File: config.mk
export PLATFORM = sky130hd
export DESIGN_NAME = base64_json_string_decoder
export DESIGN_NICKNAME = d
export VERILOG_FILES = /design/src/design/b64jsd_pkg.sv /design/src/design/base64_json_string_decoder.sv
export SDC_FILE = /design/constraint.sdc
export NUM_CORES = 1
export LEC_CHECK = 0
export BUFFER_PORTS_ARGS = -buffer_cell sky130_fd_sc_hd__buf_4
export CAP_MARGIN = 15
export CORE_MARGIN = 1.5
export CORE_UTILIZATION = 40
export DETAILED_ROUTE_END_ITERATION = 6
export GPL_TIMING_DRIVEN = 0
export SLEW_MARGIN = 20
export SYNTH_ARGS = -nofsm -noshare
export SYNTH_HDL_FRONTEND = slang
export SYNTH_SLANG_ARGS = --single-unit
File: constraint.sdc
create_clock -name clk -period 14.97 [get_ports clk]
set_input_delay 2.994 -clock clk [delete_from_list [all_inputs] [get_ports clk]]
set_output_delay 2.994 -clock clk [all_outputs]
set_load 0.05 [all_outputs]
File: src/design/b64jsd_pkg.sv
// Package for the base64 text decoder: codes, types and character tables.
package b64jsd_pkg;

  localparam int CountWidth = 16;
  localparam int QueueDepth = 4;
  localparam int QueuePtrW  = $clog2(QueueDepth);
  localparam int MaxResults = 3;

  localparam logic [7:0] CharDquote = 8'h22;
  localparam logic [7:0] CharSquote = 8'h27;
  localparam logic [7:0] CharBslash = 8'h5c;
  localparam logic [6:0] PadCode    = 7'd64;

  // Result kinds
  typedef enum logic [1:0] {
    KIND_DATA    = 2'd0,
    KIND_DONE    = 2'd1,
    KIND_INVALID = 2'd2,
    KIND_NOROOM  = 2'd3
  } kind_t;

  // Text phase
  typedef enum logic [2:0] {
    PH_IDLE  = 3'b001,
    PH_TEXT  = 3'b010,
    PH_DRAIN = 3'b100
  } phase_t;

  // Escape sequence progress
  typedef enum logic [5:0] {
    ESC_NONE = 6'b000001,
    ESC_BSL  = 6'b000010,
    ESC_U0   = 6'b000100,
    ESC_U1   = 6'b001000,
    ESC_HEX0 = 6'b010000,
    ESC_HEX1 = 6'b100000
  } esc_t;

  // Character classes
  typedef enum logic [1:0] {
    SYM_DIGIT = 2'd0,
    SYM_PAD   = 2'd1,
    SYM_SPC   = 2'd2,
    SYM_BAD   = 2'd3
  } sym_cls_t;

  typedef struct packed {
    sym_cls_t   cls;
    logic [5:0] val;
  } sym_t;

  typedef struct packed {
    logic       ok;
    logic [3:0] val;
  } hex_t;

  typedef struct packed {
    kind_t                 kind;
    logic [7:0]            data;
    logic [CountWidth-1:0] count;
    logic                  last;
  } res_t;

  // Base64 alphabet lookup
  function automatic sym_t digit_of(input logic [7:0] c);
    sym_t s;
    s.cls = SYM_DIGIT;
    s.val = 6'd0;
    if (c >= 8'h41 && c <= 8'h5a) begin
      s.val = 6'(c - 8'h41);
    end else if (c >= 8'h61 && c <= 8'h7a) begin
      s.val = 6'(c - 8'h61 + 8'd26);
    end else if (c >= 8'h30 && c <= 8'h39) begin
      s.val = 6'(c - 8'h30 + 8'd52);
    end else if (c == 8'h2b) begin
      s.val = 6'd62;
    end else if (c == 8'h2f) begin
      s.val = 6'd63;
    end else if (c == 8'h3d) begin
      s.cls = SYM_PAD;
    end else if (c == 8'h09 || c == 8'h0a || c == 8'h0c || c == 8'h0d || c == 8'h20) begin
      s.cls = SYM_SPC;
    end else begin
      s.cls = SYM_BAD;
    end
    return s;
  endfunction

  // Hex digit lookup
  function automatic hex_t hex_of(input logic [7:0] c);
    hex_t h;
    h.ok  = 1'b1;
    h.val = 4'd0;
    if (c >= 8'h30 && c <= 8'h39) begin
      h.val = 4'(c - 8'h30);
    end else if (c >= 8'h41 && c <= 8'h46) begin
      h.val = 4'(c - 8'h41 + 8'd10);
    end else if (c >= 8'h61 && c <= 8'h66) begin
      h.val = 4'(c - 8'h61 + 8'd10);
    end else begin
      h.ok = 1'b0;
    end
    return h;
  endfunction

endpackage

File: src/design/base64_json_string_decoder.sv
// Top level of the base64 text decoder: character parser, group decoder and result queue.
//
// Takes one character of a quoted base64 text per transaction and returns the decoded
// bytes, then one status transaction (done, invalid or no room) carrying the byte count.
// Each accepted character is decoded in the cycle of acceptance and its results (none, a
// status, or up to three when it closes a group of four symbols) land in a four-entry
// result queue, which registers them before they reach the output. in_ready is high while
// at most one result is waiting in the queue, so the decoder takes one character every
// cycle while each character yields at most one result and the consumer takes results
// as they come; a character that yields two or three results holds the input while the
// queue drains them. A capacity of zero checks the text without emitting any byte. After
// a status the block drops characters up to the end-of-text mark (character 0), then waits
// for the next quote.
module base64_json_string_decoder (
  input  logic        clk,
  input  logic        rst,
  input  logic        cfg_write,
  input  logic [15:0] capacity,
  input  logic        in_valid,
  output logic        in_ready,
  input  logic [7:0]  text_char,
  output logic        out_valid,
  input  logic        out_ready,
  output logic [1:0]  kind,
  output logic [7:0]  data_byte,
  output logic [15:0] byte_count,
  output logic        last
);

  localparam int CW = b64jsd_pkg::CountWidth;
  localparam int PW = b64jsd_pkg::QueuePtrW;

  // Decoder state
  logic [CW-1:0]        cap_reg;
  b64jsd_pkg::phase_t   phase, phase_next;
  logic                 quote_is_single, quote_is_single_next;
  b64jsd_pkg::esc_t     escape_step, escape_step_next;
  logic [3:0]           hex_acc, hex_acc_next;
  logic [1:0]           group_pos, group_pos_next;
  logic [6:0]           held_digits [3];
  logic [6:0]           held_digits_next [3];
  logic                 padding_seen, padding_seen_next;
  logic [CW-1:0]        stored_count, stored_count_next;

  // Result queue
  b64jsd_pkg::res_t     queue [b64jsd_pkg::QueueDepth];
  logic [PW-1:0]        rd_ptr, wr_ptr;
  logic [PW:0]          q_count;

  // Step outputs
  b64jsd_pkg::res_t     res [b64jsd_pkg::MaxResults];
  logic [1:0]           push_n;
  logic                 status_out;

  logic accept, pop;

  assign accept = in_valid && in_ready;
  assign pop    = out_valid && out_ready;

  // Per-character decode step
  always_comb begin
    b64jsd_pkg::sym_t  sd;
    b64jsd_pkg::hex_t  hx;
    logic              take;
    logic [7:0]        sym_in;
    logic [6:0]        dv;
    logic              status_req;
    b64jsd_pkg::kind_t status_kind;
    logic [1:0]        nb;
    logic [7:0]        bytes [3];
    logic              pad_set;
    logic              stop;
    logic [CW-1:0]     cnt;

    phase_next           = phase;
    quote_is_single_next = quote_is_single;
    escape_step_next     = escape_step;
    hex_acc_next         = hex_acc;
    group_pos_next       = group_pos;
    held_digits_next     = held_digits;
    padding_seen_next    = padding_seen;
    take        = 1'b0;
    sym_in      = text_char;
    status_req  = 1'b0;
    status_kind = b64jsd_pkg::KIND_INVALID;
    nb          = 2'd0;
    bytes[0]    = 8'd0;
    bytes[1]    = 8'd0;
    bytes[2]    = 8'd0;
    pad_set     = 1'b0;
    stop        = 1'b0;
    cnt         = stored_count;
    dv          = 7'd0;
    hx          = b64jsd_pkg::hex_of(text_char);
    for (int i = 0; i < b64jsd_pkg::MaxResults; i++) begin
      res[i] = '0;
    end
    push_n = 2'd0;

    // Phase and escape handling
    case (phase)
      b64jsd_pkg::PH_DRAIN: begin
        if (text_char == 8'd0) begin
          phase_next = b64jsd_pkg::PH_IDLE;
        end
      end
      b64jsd_pkg::PH_TEXT: begin
        case (escape_step)
          b64jsd_pkg::ESC_NONE: begin
            if (group_pos == 2'd0 && text_char ==
                (quote_is_single ? b64jsd_pkg::CharSquote : b64jsd_pkg::CharDquote)) begin
              status_req  = 1'b1;
              status_kind = b64jsd_pkg::KIND_DONE;
            end else if (text_char == b64jsd_pkg::CharBslash) begin
              escape_step_next = b64jsd_pkg::ESC_BSL;
            end else begin
              take = 1'b1;
            end
          end
          b64jsd_pkg::ESC_BSL: begin
            escape_step_next = b64jsd_pkg::ESC_NONE;
            if (text_char == 8'h6e) begin
              take   = 1'b1;
              sym_in = 8'h0a;
            end else if (text_char == 8'h74) begin
              take   = 1'b1;
              sym_in = 8'h09;
            end else if (text_char == 8'h66) begin
              take   = 1'b1;
              sym_in = 8'h0c;
            end else if (text_char == 8'h2f) begin
              take   = 1'b1;
            end else if (text_char == 8'h75) begin
              escape_step_next = b64jsd_pkg::ESC_U0;
            end else begin
              status_req = 1'b1;
            end
          end
          b64jsd_pkg::ESC_U0, b64jsd_pkg::ESC_U1: begin
            if (text_char != 8'h30) begin
              status_req = 1'b1;
            end else if (escape_step == b64jsd_pkg::ESC_U0) begin
              escape_step_next = b64jsd_pkg::ESC_U1;
            end else begin
              escape_step_next = b64jsd_pkg::ESC_HEX0;
            end
          end
          b64jsd_pkg::ESC_HEX0: begin
            if (!hx.ok) begin
              status_req = 1'b1;
            end else begin
              hex_acc_next     = hx.val;
              escape_step_next = b64jsd_pkg::ESC_HEX1;
            end
          end
          default: begin
            if (!hx.ok) begin
              status_req = 1'b1;
            end else begin
              escape_step_next = b64jsd_pkg::ESC_NONE;
              take             = 1'b1;
              sym_in           = {hex_acc, hx.val};
            end
          end
        endcase
      end
      default: begin
        // Waiting for the opening quote
        if (!(text_char == 8'h20 || text_char == 8'h09 || text_char == 8'h0a ||
              text_char == 8'h0d)) begin
          cnt = '0;
          if (text_char == b64jsd_pkg::CharDquote || text_char == b64jsd_pkg::CharSquote) begin
            quote_is_single_next = (text_char == b64jsd_pkg::CharSquote);
            phase_next           = b64jsd_pkg::PH_TEXT;
            escape_step_next     = b64jsd_pkg::ESC_NONE;
            hex_acc_next         = 4'd0;
            group_pos_next       = 2'd0;
            padding_seen_next    = 1'b0;
          end else begin
            status_req = 1'b1;
          end
        end
      end
    endcase

    // Symbol into the group of four
    sd = b64jsd_pkg::digit_of(sym_in);
    if (take && sd.cls != b64jsd_pkg::SYM_SPC) begin
      if (padding_seen || sd.cls == b64jsd_pkg::SYM_BAD) begin
        status_req = 1'b1;
      end else begin
        dv = (sd.cls == b64jsd_pkg::SYM_PAD) ? b64jsd_pkg::PadCode : {1'b0, sd.val};
        if (group_pos != 2'd3) begin
          held_digits_next[group_pos] = dv;
          group_pos_next              = group_pos + 2'd1;
        end else begin
          group_pos_next = 2'd0;
          if (held_digits[0] == b64jsd_pkg::PadCode ||
              held_digits[1] == b64jsd_pkg::PadCode) begin
            status_req = 1'b1;
          end else begin
            nb       = 2'd1;
            bytes[0] = {held_digits[0][5:0], held_digits[1][5:4]};
            bytes[1] = {held_digits[1][3:0], held_digits[2][5:2]};
            bytes[2] = {held_digits[2][1:0], dv[5:0]};
            if (held_digits[2] == b64jsd_pkg::PadCode) begin
              if (sd.cls != b64jsd_pkg::SYM_PAD) begin
                status_req = 1'b1;
              end else begin
                pad_set = 1'b1;
              end
            end else if (sd.cls == b64jsd_pkg::SYM_PAD) begin
              nb      = 2'd2;
              pad_set = 1'b1;
            end else begin
              nb = 2'd3;
            end
          end
        end
      end
    end

    // Byte emission against capacity
    for (int i = 0; i < b64jsd_pkg::MaxResults; i++) begin
      if (2'(i) < nb && !stop && cap_reg != '0) begin
        if (cnt < cap_reg) begin
          cnt               = cnt + CW'(1);
          res[push_n].kind  = b64jsd_pkg::KIND_DATA;
          res[push_n].data  = bytes[i];
          res[push_n].count = cnt;
          res[push_n].last  = 1'b0;
          push_n            = push_n + 2'd1;
        end else begin
          res[push_n].kind  = b64jsd_pkg::KIND_NOROOM;
          res[push_n].count = cnt;
          res[push_n].last  = 1'b1;
          push_n            = push_n + 2'd1;
          stop              = 1'b1;
        end
      end
    end
    if (status_req && !stop) begin
      res[push_n].kind  = status_kind;
      res[push_n].count = cnt;
      res[push_n].last  = 1'b1;
      push_n            = push_n + 2'd1;
    end
    if (pad_set && !stop) begin
      padding_seen_next = 1'b1;
    end

    // A status closes the text
    status_out = stop || status_req;
    if (status_out) begin
      phase_next       = (text_char == 8'd0) ? b64jsd_pkg::PH_IDLE : b64jsd_pkg::PH_DRAIN;
      escape_step_next = b64jsd_pkg::ESC_NONE;
      group_pos_next   = 2'd0;
    end
    stored_count_next = cnt;
  end

  // Capacity register
  always_ff @(posedge clk) begin
    if (rst) begin
      cap_reg <= '0;
    end else if (cfg_write) begin
      cap_reg <= capacity;
    end
  end

  // Decoder state update
  always_ff @(posedge clk) begin
    if (rst) begin
      phase           <= b64jsd_pkg::PH_IDLE;
      quote_is_single <= 1'b0;
      escape_step     <= b64jsd_pkg::ESC_NONE;
      hex_acc         <= 4'd0;
      group_pos       <= 2'd0;
      held_digits[0]  <= 7'd0;
      held_digits[1]  <= 7'd0;
      held_digits[2]  <= 7'd0;
      padding_seen    <= 1'b0;
      stored_count    <= '0;
    end else if (accept) begin
      phase           <= phase_next;
      quote_is_single <= quote_is_single_next;
      escape_step     <= escape_step_next;
      hex_acc         <= hex_acc_next;
      group_pos       <= group_pos_next;
      held_digits     <= held_digits_next;
      padding_seen    <= padding_seen_next;
      stored_count    <= stored_count_next;
    end
  end

  // Result queue pointers
  always_ff @(posedge clk) begin
    if (rst) begin
      rd_ptr  <= '0;
      wr_ptr  <= '0;
      q_count <= '0;
    end else begin
      if (pop) begin
        rd_ptr <= rd_ptr + PW'(1);
      end
      if (accept) begin
        wr_ptr <= wr_ptr + PW'(push_n);
      end
      q_count <= q_count + (accept ? (PW+1)'(push_n) : '0) - (PW+1)'(pop);
    end
  end

  // Result queue storage
  always_ff @(posedge clk) begin
    if (accept) begin
      for (int i = 0; i < b64jsd_pkg::MaxResults; i++) begin
        if (2'(i) < push_n) begin
          queue[wr_ptr + PW'(i)] <= res[i];
        end
      end
    end
  end

  // Channel outputs
  assign in_ready   = (q_count <= (PW+1)'(b64jsd_pkg::QueueDepth - b64jsd_pkg::MaxResults));
  assign out_valid  = (q_count != '0);
  assign kind       = queue[rd_ptr].kind;
  assign data_byte  = queue[rd_ptr].data;
  assign byte_count = queue[rd_ptr].count;
  assign last       = queue[rd_ptr].last;

`ifndef SYNTHESIS
  a_queue_bound: assert property (@(posedge clk) disable iff (rst)
    q_count <= (PW+1)'(b64jsd_pkg::QueueDepth))
    else $error("result queue overflow");

  a_drain_silent: assert property (@(posedge clk) disable iff (rst)
    (accept && phase == b64jsd_pkg::PH_DRAIN) |-> (push_n == 2'd0))
    else $error("results produced while draining");

  a_status_closes: assert property (@(posedge clk) disable iff (rst)
    (accept && status_out) |=> (phase != b64jsd_pkg::PH_TEXT))
    else $error("text still open after a status");

  a_escape_in_text: assert property (@(posedge clk) disable iff (rst)
    (escape_step != b64jsd_pkg::ESC_NONE) |-> (phase == b64jsd_pkg::PH_TEXT))
    else $error("escape pending outside a text");
`endif

endmodule

==> results of run 1 <==
==> worst min path at each step <==
stage                          from               to  slack (ns)  cells after the start
global route        stored_count[8]  stored_count[8]        0.49                      2
global placement    stored_count[8]  stored_count[8]        0.44                      2
finish              stored_count[8]  stored_count[8]        0.47                      2
detailed placement  stored_count[8]  stored_count[8]        0.45                      2
CTS                 stored_count[8]  stored_count[8]        0.47                      2
floorplan                hex_acc[0]       hex_acc[0]        0.43                      2
==> cells in the mapped netlist, types with 10 or more instances <==
cell type	count	area, sq um
o21a_1	10	75.1
a21oi_1	110	551
clkbuf_1	82	308
nand4_1	28	175
a21o_1	28	210
and3_1	33	206
o22ai_1	12	75.1
o31ai_1	10	75.1
buf_2	22	110
or3_1	17	106
o221ai_1	27	236
o21ai_1	14	70.1
dfxtp_1	79	1580
and2_1	16	100
a31oi_1	23	144
o211ai_1	15	113
nand2b_1	12	75.1
mux2i_1	93	931
mux2_2	27	304
nor2_1	222	833
inv_1	68	255
edfxtp_1	108	3240
o21ai_0	101	505
mux4_2	27	608
nand3_1	77	385
xor2_1	12	105
ha_1	77	963
nand2_1	183	687
xnor2_1	71	622
nand3b_1	10	75.1
nor3_1	58	290
a211oi_1	31	233
nor4_1	22	138
nor2b_1	18	113
==> layout make-up <==
| cell class | instances | area, sq um | area share (%) |
|---|---|---|---|
| Buffer | 122 | 544 | 2.96 |
| Inverter | 77 | 292 | 1.58 |
| Sequential cell | 187 | 4820 | 26.2 |
| Clock inverter | 14 | 129 | 0.700 |
| Antenna cell | 2 | 5.00 | 0.0272 |
| Clock buffer | 18 | 429 | 2.33 |
| Tap cell | 532 | 666 | 3.62 |
| Multi-Input combinational cell | 1580 | 11000 | 59.9 |
| Timing Repair Buffer | 59 | 487 | 2.64 |
==> worst max-delay path, delay by kind of cell <==
family / cells / cell delay [ns]
AND/OR/NAND/NOR: 14 / 3.57
buffers and inverters: 11 / 2.22
AO/OA/AOI/OAI: 17 / 4.14
adder cells (fa/ha/maj): 4 / 1.11
XOR/XNOR: 2 / 0.84
==> repair_timing <==
item / in CTS / in global routing
hold endpoints to repair: 0 / 0
pin swaps: 0 / 2
buffers inserted: 0 / 4
endpoints found under the setup margin: 129 / 121
resized for setup: 9 / 12
==> routing by layer <==
metal,part of all wire (%),routed length [um],GRT usage [%],up-vias
li1,-,-,-,7509
met1,45,28300,41.2,7848
met2,44,27900,45.9,817
met3,7.4,4660,4.30,154
met4,3.7,2370,11.3,2
met5,0.021,13,0,-
==> stage by stage <==
stage	hold slack, ns	TNS [ns]	std cells
floorplan	0.428	0	1966
global placement	0.444	-163.99	2550
detailed placement	0.451	-163.92	2553
CTS	0.467	0	2585
global route	0.491	-0.0950	2589
finish	0.468	0	2591
==> cell families after synthesis <==
kind of cell	share of synthesized area (%)
compound gates	21.4
xor+xnor	4.78
flops	29.1
fa+ha+maj	5.94
mux	11.1
buf+inv	5.03
simple gates	22.6
==> where the power goes <==
part | switching [uW] | total [uW] | internal (uW)
sequential | 31.1 | 670 | 639
combinational | 478 | 727 | 249
clock | 225 | 444 | 220
total | 734 | 1840 | 1110
==> results.sh, run 1 <==
export IMPL_syn_nets=2073
export IMPL_yosysWarnings=0
export IMPL_place_ws_ns=-1.55
export IMPL_netlist_area_sq_mm=0.0166
export IMPL_antenna_found_initial=1
export IMPL_grt_pass1_vias=14900
export IMPL_clock_fmax_ghz=0.0679
export IMPL_clock_path_buffers=2
export IMPL_grt_max_degree=28
export IMPL_arrival_ns=14.91
export IMPL_wire_per_inst_um=24.4
export IMPL_synth_cell_type_count=109
export IMPL_worst_r2r_endpoint="queue[0][3]"
export IMPL_cts_hold_buf=0
export IMPL_layout_setup_ws_ns=0.232
export IMPL_synth_seq_cells=187
export IMPL_stdcell_area_sq_mm=0.0184
export IMPL_synth_edf_count=108
export IMPL_critical_path_required_ns=15.14
export IMPL_die_h_um=206
export IMPL_endpoint="queue[0][3]"
export IMPL_fill_cells=4075
export IMPL_drive_gt1_share_pct=12.8
export IMPL_synth_flop_cell="edfxtp_1"
export IMPL_finalSetupViolations=0
export IMPL_fin_nets=2151
export IMPL_finalHoldViolCount=0
export IMPL_post_route_period_util_pct=98.5
export IMPL_crit_start="text_char[0]"
export IMPL_rr_worst_depth=49
export IMPL_drt_iter0_markers=1768
export IMPL_io_buffers=52
export IMPL_clock_latency_ns=0.46
export IMPL_numCtsBuffers=17
export IMPL_power_density_mw_per_mm2=100
export IMPL_synth_cells=1966
export IMPL_finalCriticalPeriod_ns=14.74
export IMPL_initial_core_util_pct=40.5
export IMPL_hpwlAfterDp_um=50200
export IMPL_hold_class="reg -> reg"
export IMPL_endpoint_kind="flip-flop"
export IMPL_clkSinkCount=187
export IMPL_num_rows=74
export IMPL_wirelength_um=63200
export IMPL_reg_largest_list="queue: 108 flops, held_digits: 21 flops"
export IMPL_timing_max_cap_violations=0
export IMPL_crit_path_max_incr_delay_ns=0.64
export IMPL_critPathSlowestCell="a211oi_1"
export IMPL_globalRouteTotalUtil_pct=29.5
export IMPL_cts_tree="done"
export IMPL_r2r_start="phase[0]"
export IMPL_crit_path_start_kind="input pin"
export IMPL_dpl_cell_area_sq_mm=0.0177
export IMPL_cts_root_buf="clkbuf_16"
export IMPL_mostFrequentLayoutCell="nor2_1"
export IMPL_synth_yosys_seq_area_share_pct=29.1
export IMPL_clk_transition_reported_paths_ns=0.07
export IMPL_skew_ns=0.0172
export IMPL_avgSynthCellArea_sq_um=8.42
export IMPL_vias_per_cell=6.30
export IMPL_io_pins=58
export IMPL_syn2layout_area_growth_pct=11.2
export IMPL_design_core_area_sq_mm=0.0408
export IMPL_synthArstFlopShare_pct=0
export IMPL_grt_overflow=0
export IMPL_leakagePower_uw=0.00705
export IMPL_outcome="complete, no violations"
export IMPL_maxSlewHeadroom_pct=27.1
export IMPL_top_register="queue"
export IMPL_tightest_slew_ns=1.07
export IMPL_place_congestion=0.981
export IMPL_fin_util_pct=45.1
export IMPL_dieArea_sq_mm=0.0426
export IMPL_num_vias=16300
export IMPL_cts_max_level=4
export IMPL_die_w_um=206
export IMPL_crit_type="in -> reg"
export IMPL_final_max_slew_viol_count=0
export IMPL_grt_pass1_wl_um=94100
export IMPL_timing_reg2reg_setup_slack_ns=3.03
export IMPL_final_cell_mix="nor2_1 (222), nand2_1 (182), a21oi_1 (108), edfxtp_1 (108), o21ai_0 (101)"
export IMPL_critical_path_peak_fanout=10
export IMPL_drcViolationCount=0
export IMPL_max_vdd_ir_drop_v=0.0000784
export IMPL_total_power_uw=1840
export IMPL_antenna_left=0
export IMPL_drt_pass1_iterations=7
export IMPL_largest_reg_flops=108
Note: power is estimated with default switching activity, not from simulation.
==> run 2: changes to the inputs <==
==> constraint.sdc (replaced) <==
create_clock -name clk -period 14.97 [get_ports clk]
set_input_delay 4.491 -clock clk [delete_from_list [all_inputs] [get_ports clk]]
set_output_delay 4.491 -clock clk [all_outputs]
set_load 0.05 [all_outputs]
==> run 2 against run 1 <==
Effect of this change:
- the flow now finishes with violations (DRC)
- clock power about the same
- first-iteration DRC count decreased by 2.4%
- register-to-register slack improved by 1.2 ns
- sequential power about the same
- wire length increased by 0.65%
- combinational power increased by 1%
- clock skew increased by 0.0011 ns
- worst setup slack improved by 0.014 ns
==> results.sh, run 2 (synthesis results as in run 1) <==
export IMPL_outcome="finished, violations left"
export IMPL_violations="DRC"
export IMPL_crit_path_start_kind="input pin"
export IMPL_antenna_cells=0
export IMPL_top_register="queue"
export IMPL_place_congestion=0.981
export IMPL_design_core_area_sq_mm=0.0408
export IMPL_clock_path_buffers=2
export IMPL_grt_pass1_wl_um=94500
export IMPL_io_pins=58
export IMPL_die_h_um=206
export IMPL_hpwlAfterDp_um=50200
export IMPL_antenna_found_initial=1
export IMPL_hold_class="reg -> reg"
export IMPL_finalSetupViolations=0
export IMPL_tightest_slew_ns=1.08
export IMPL_hold_depth=2
export IMPL_fill_cells=4053
export IMPL_whs_endpoint="stored_count[8]"
export IMPL_largest_reg_flops=108
export IMPL_timing_reg2reg_setup_slack_ns=4.21
export IMPL_io_buffers=52
export IMPL_crit_type="in -> reg"
export IMPL_dieArea_sq_mm=0.0426
export IMPL_post_route_period_util_pct=98.4
export IMPL_leakagePower_uw=0.00722
export IMPL_grt_overflow=0
export IMPL_multi_input_area_sq_mm=0.0113
export IMPL_antenna_left=0
export IMPL_vias_per_cell=6.32
export IMPL_drt_pass1_iterations=7
export IMPL_cts_tree="done"
export IMPL_grt_pass1_vias=15000
export IMPL_critical_path_required_ns=15.17
export IMPL_cts_max_level=4
export IMPL_placedCellCount=2553
export IMPL_max_vdd_ir_drop_v=0.0000783
export IMPL_drcViolationCount=23
export IMPL_power_density_mw_per_mm2=98.1
export IMPL_r2r_start="phase[0]"
export IMPL_critical_path_peak_fanout=10
export IMPL_crit_path_max_incr_delay_ns=0.42
export IMPL_wirelength_um=63600
export IMPL_finalCriticalPeriod_ns=14.72
export IMPL_arrival_ns=14.93
export IMPL_timing_max_cap_violations=0
export IMPL_clk_transition_reported_paths_ns=0.08
export IMPL_num_vias=16400
export IMPL_syn2layout_area_growth_pct=13.9
export IMPL_reg_largest_list="queue: 108 flops, held_digits: 21 flops"
export IMPL_rr_worst_depth=47
export IMPL_hold_start="stored_count[8]"
export IMPL_wire_per_inst_um=24.4
export IMPL_globalRouteTotalUtil_pct=29.7
export IMPL_grt_max_degree=28
export IMPL_drt_iter0_markers=1725
export IMPL_num_rows=74
export IMPL_cts_root_buf="clkbuf_16"
export IMPL_worst_r2r_endpoint="queue[0][7]"
export IMPL_clkSinkCount=187
export IMPL_final_cell_mix="nor2_1 (220), nand2_1 (178), edfxtp_1 (108), a21oi_1 (105), mux2i_1 (93)"
export IMPL_skew_ns=0.0183
export IMPL_endpoint_kind="flip-flop"
export IMPL_numCtsBuffers=17
export IMPL_register_area_sq_mm=0.00482
export IMPL_critPathSlowestCell="nor4_2"
export IMPL_clock_fmax_ghz=0.0679
export IMPL_clock_latency_ns=0.46
export IMPL_final_max_slew_viol_count=0
export IMPL_finalHoldViolCount=0
export IMPL_die_w_um=206
export IMPL_cts_hold_buf=0
export IMPL_layoutNonFillerInstCount=2604
export IMPL_total_power_uw=1850
export IMPL_maxSlewHeadroom_pct=26.2
export IMPL_initial_core_util_pct=40.5
export IMPL_fin_nets=2166
export IMPL_cpMostUsedCell="a21o_1"
export IMPL_fin_util_pct=46.2
export IMPL_drive_gt1_share_pct=15.8
export IMPL_mostFrequentLayoutCell="nor2_1"
## run 2: changes by cell type in the layout (fill, tap and decap cells not counted), sizes merged
cell,previous run,this run
diode,2,0
buf,98,115
clkbuf,101,99
## run 2: worst max-delay path by stage
stage	start	to	slack, ns	cells after the start
6_report	text_char[0]	queue[0][7]	0.25	49
4_1_cts	text_char[0]	queue[1][25]	0.02	51
3_5_place_dp	text_char[0]	queue[1][14]	-3.04	49
2_1_floorplan	text_char[0]	queue[3][7]	0.86	48
3_3_place_gp	text_char[0]	queue[1][2]	-2.91	51
5_1_grt	text_char[0]	queue[3][8]	-0.10	54
## run 2: routing by layer
metal	up-vias	track usage (%)	part of all wire, %
li1	7539	-	-
met1	7949	41.3	45
met2	823	46.3	45
met3	135	4.45	7.2
met4	2	10.9	3.4
met5	-	0	0.020
## run 2: worst max-delay path, delay by kind of cell
kind | cells | cell delay, ns
compound gates | 21 | 4.13
fa+ha+maj | 4 | 1.18
buf+inv | 7 | 1.14
xor+xnor | 2 | 0.55
simple gates | 14 | 3.12
mux | 1 | 0.32
## run 2: layout make-up
class                   instances  area share [%]
multi-input cells            1580            60.1
flip-flops and latches        187            25.6
well taps                     532            3.53
repair buffers                 75            3.22
plain buffers                 121            3.02
clock buffers                  18            2.28
inverters                      77            1.56
clock inverters                14           0.683
## run 2: per-stage QoR
stage          hold WS (ns)  setup WS (ns)  TNS (ns)  area [sq um]
2_1_floorplan         0.428          0.862         0         16600
3_3_place_gp          0.444          -2.91   -457.69         17600
3_5_place_dp          0.451          -3.04   -377.17         17700
4_1_cts               0.465         0.0205         0         18500
5_1_grt               0.491         -0.101     -1.86         18900
6_report              0.467          0.246         0         18900
## run 2: repair_timing
action	4_1_cts	5_1_grt
setup endpoints to repair	135	123
gates cloned	0	0
buffers inserted	8	12
resized for setup	41	72
pin swaps	6	9
## run 2: where the power goes
| group | internal, uW | switching (uW) | total, uW |
|---|---|---|---|
| combinational | 255 | 481 | 736 |
| clock | 220 | 224 | 443 |
| sequential | 639 | 30.9 | 670 |
| total | 1110 | 736 | 1850 |
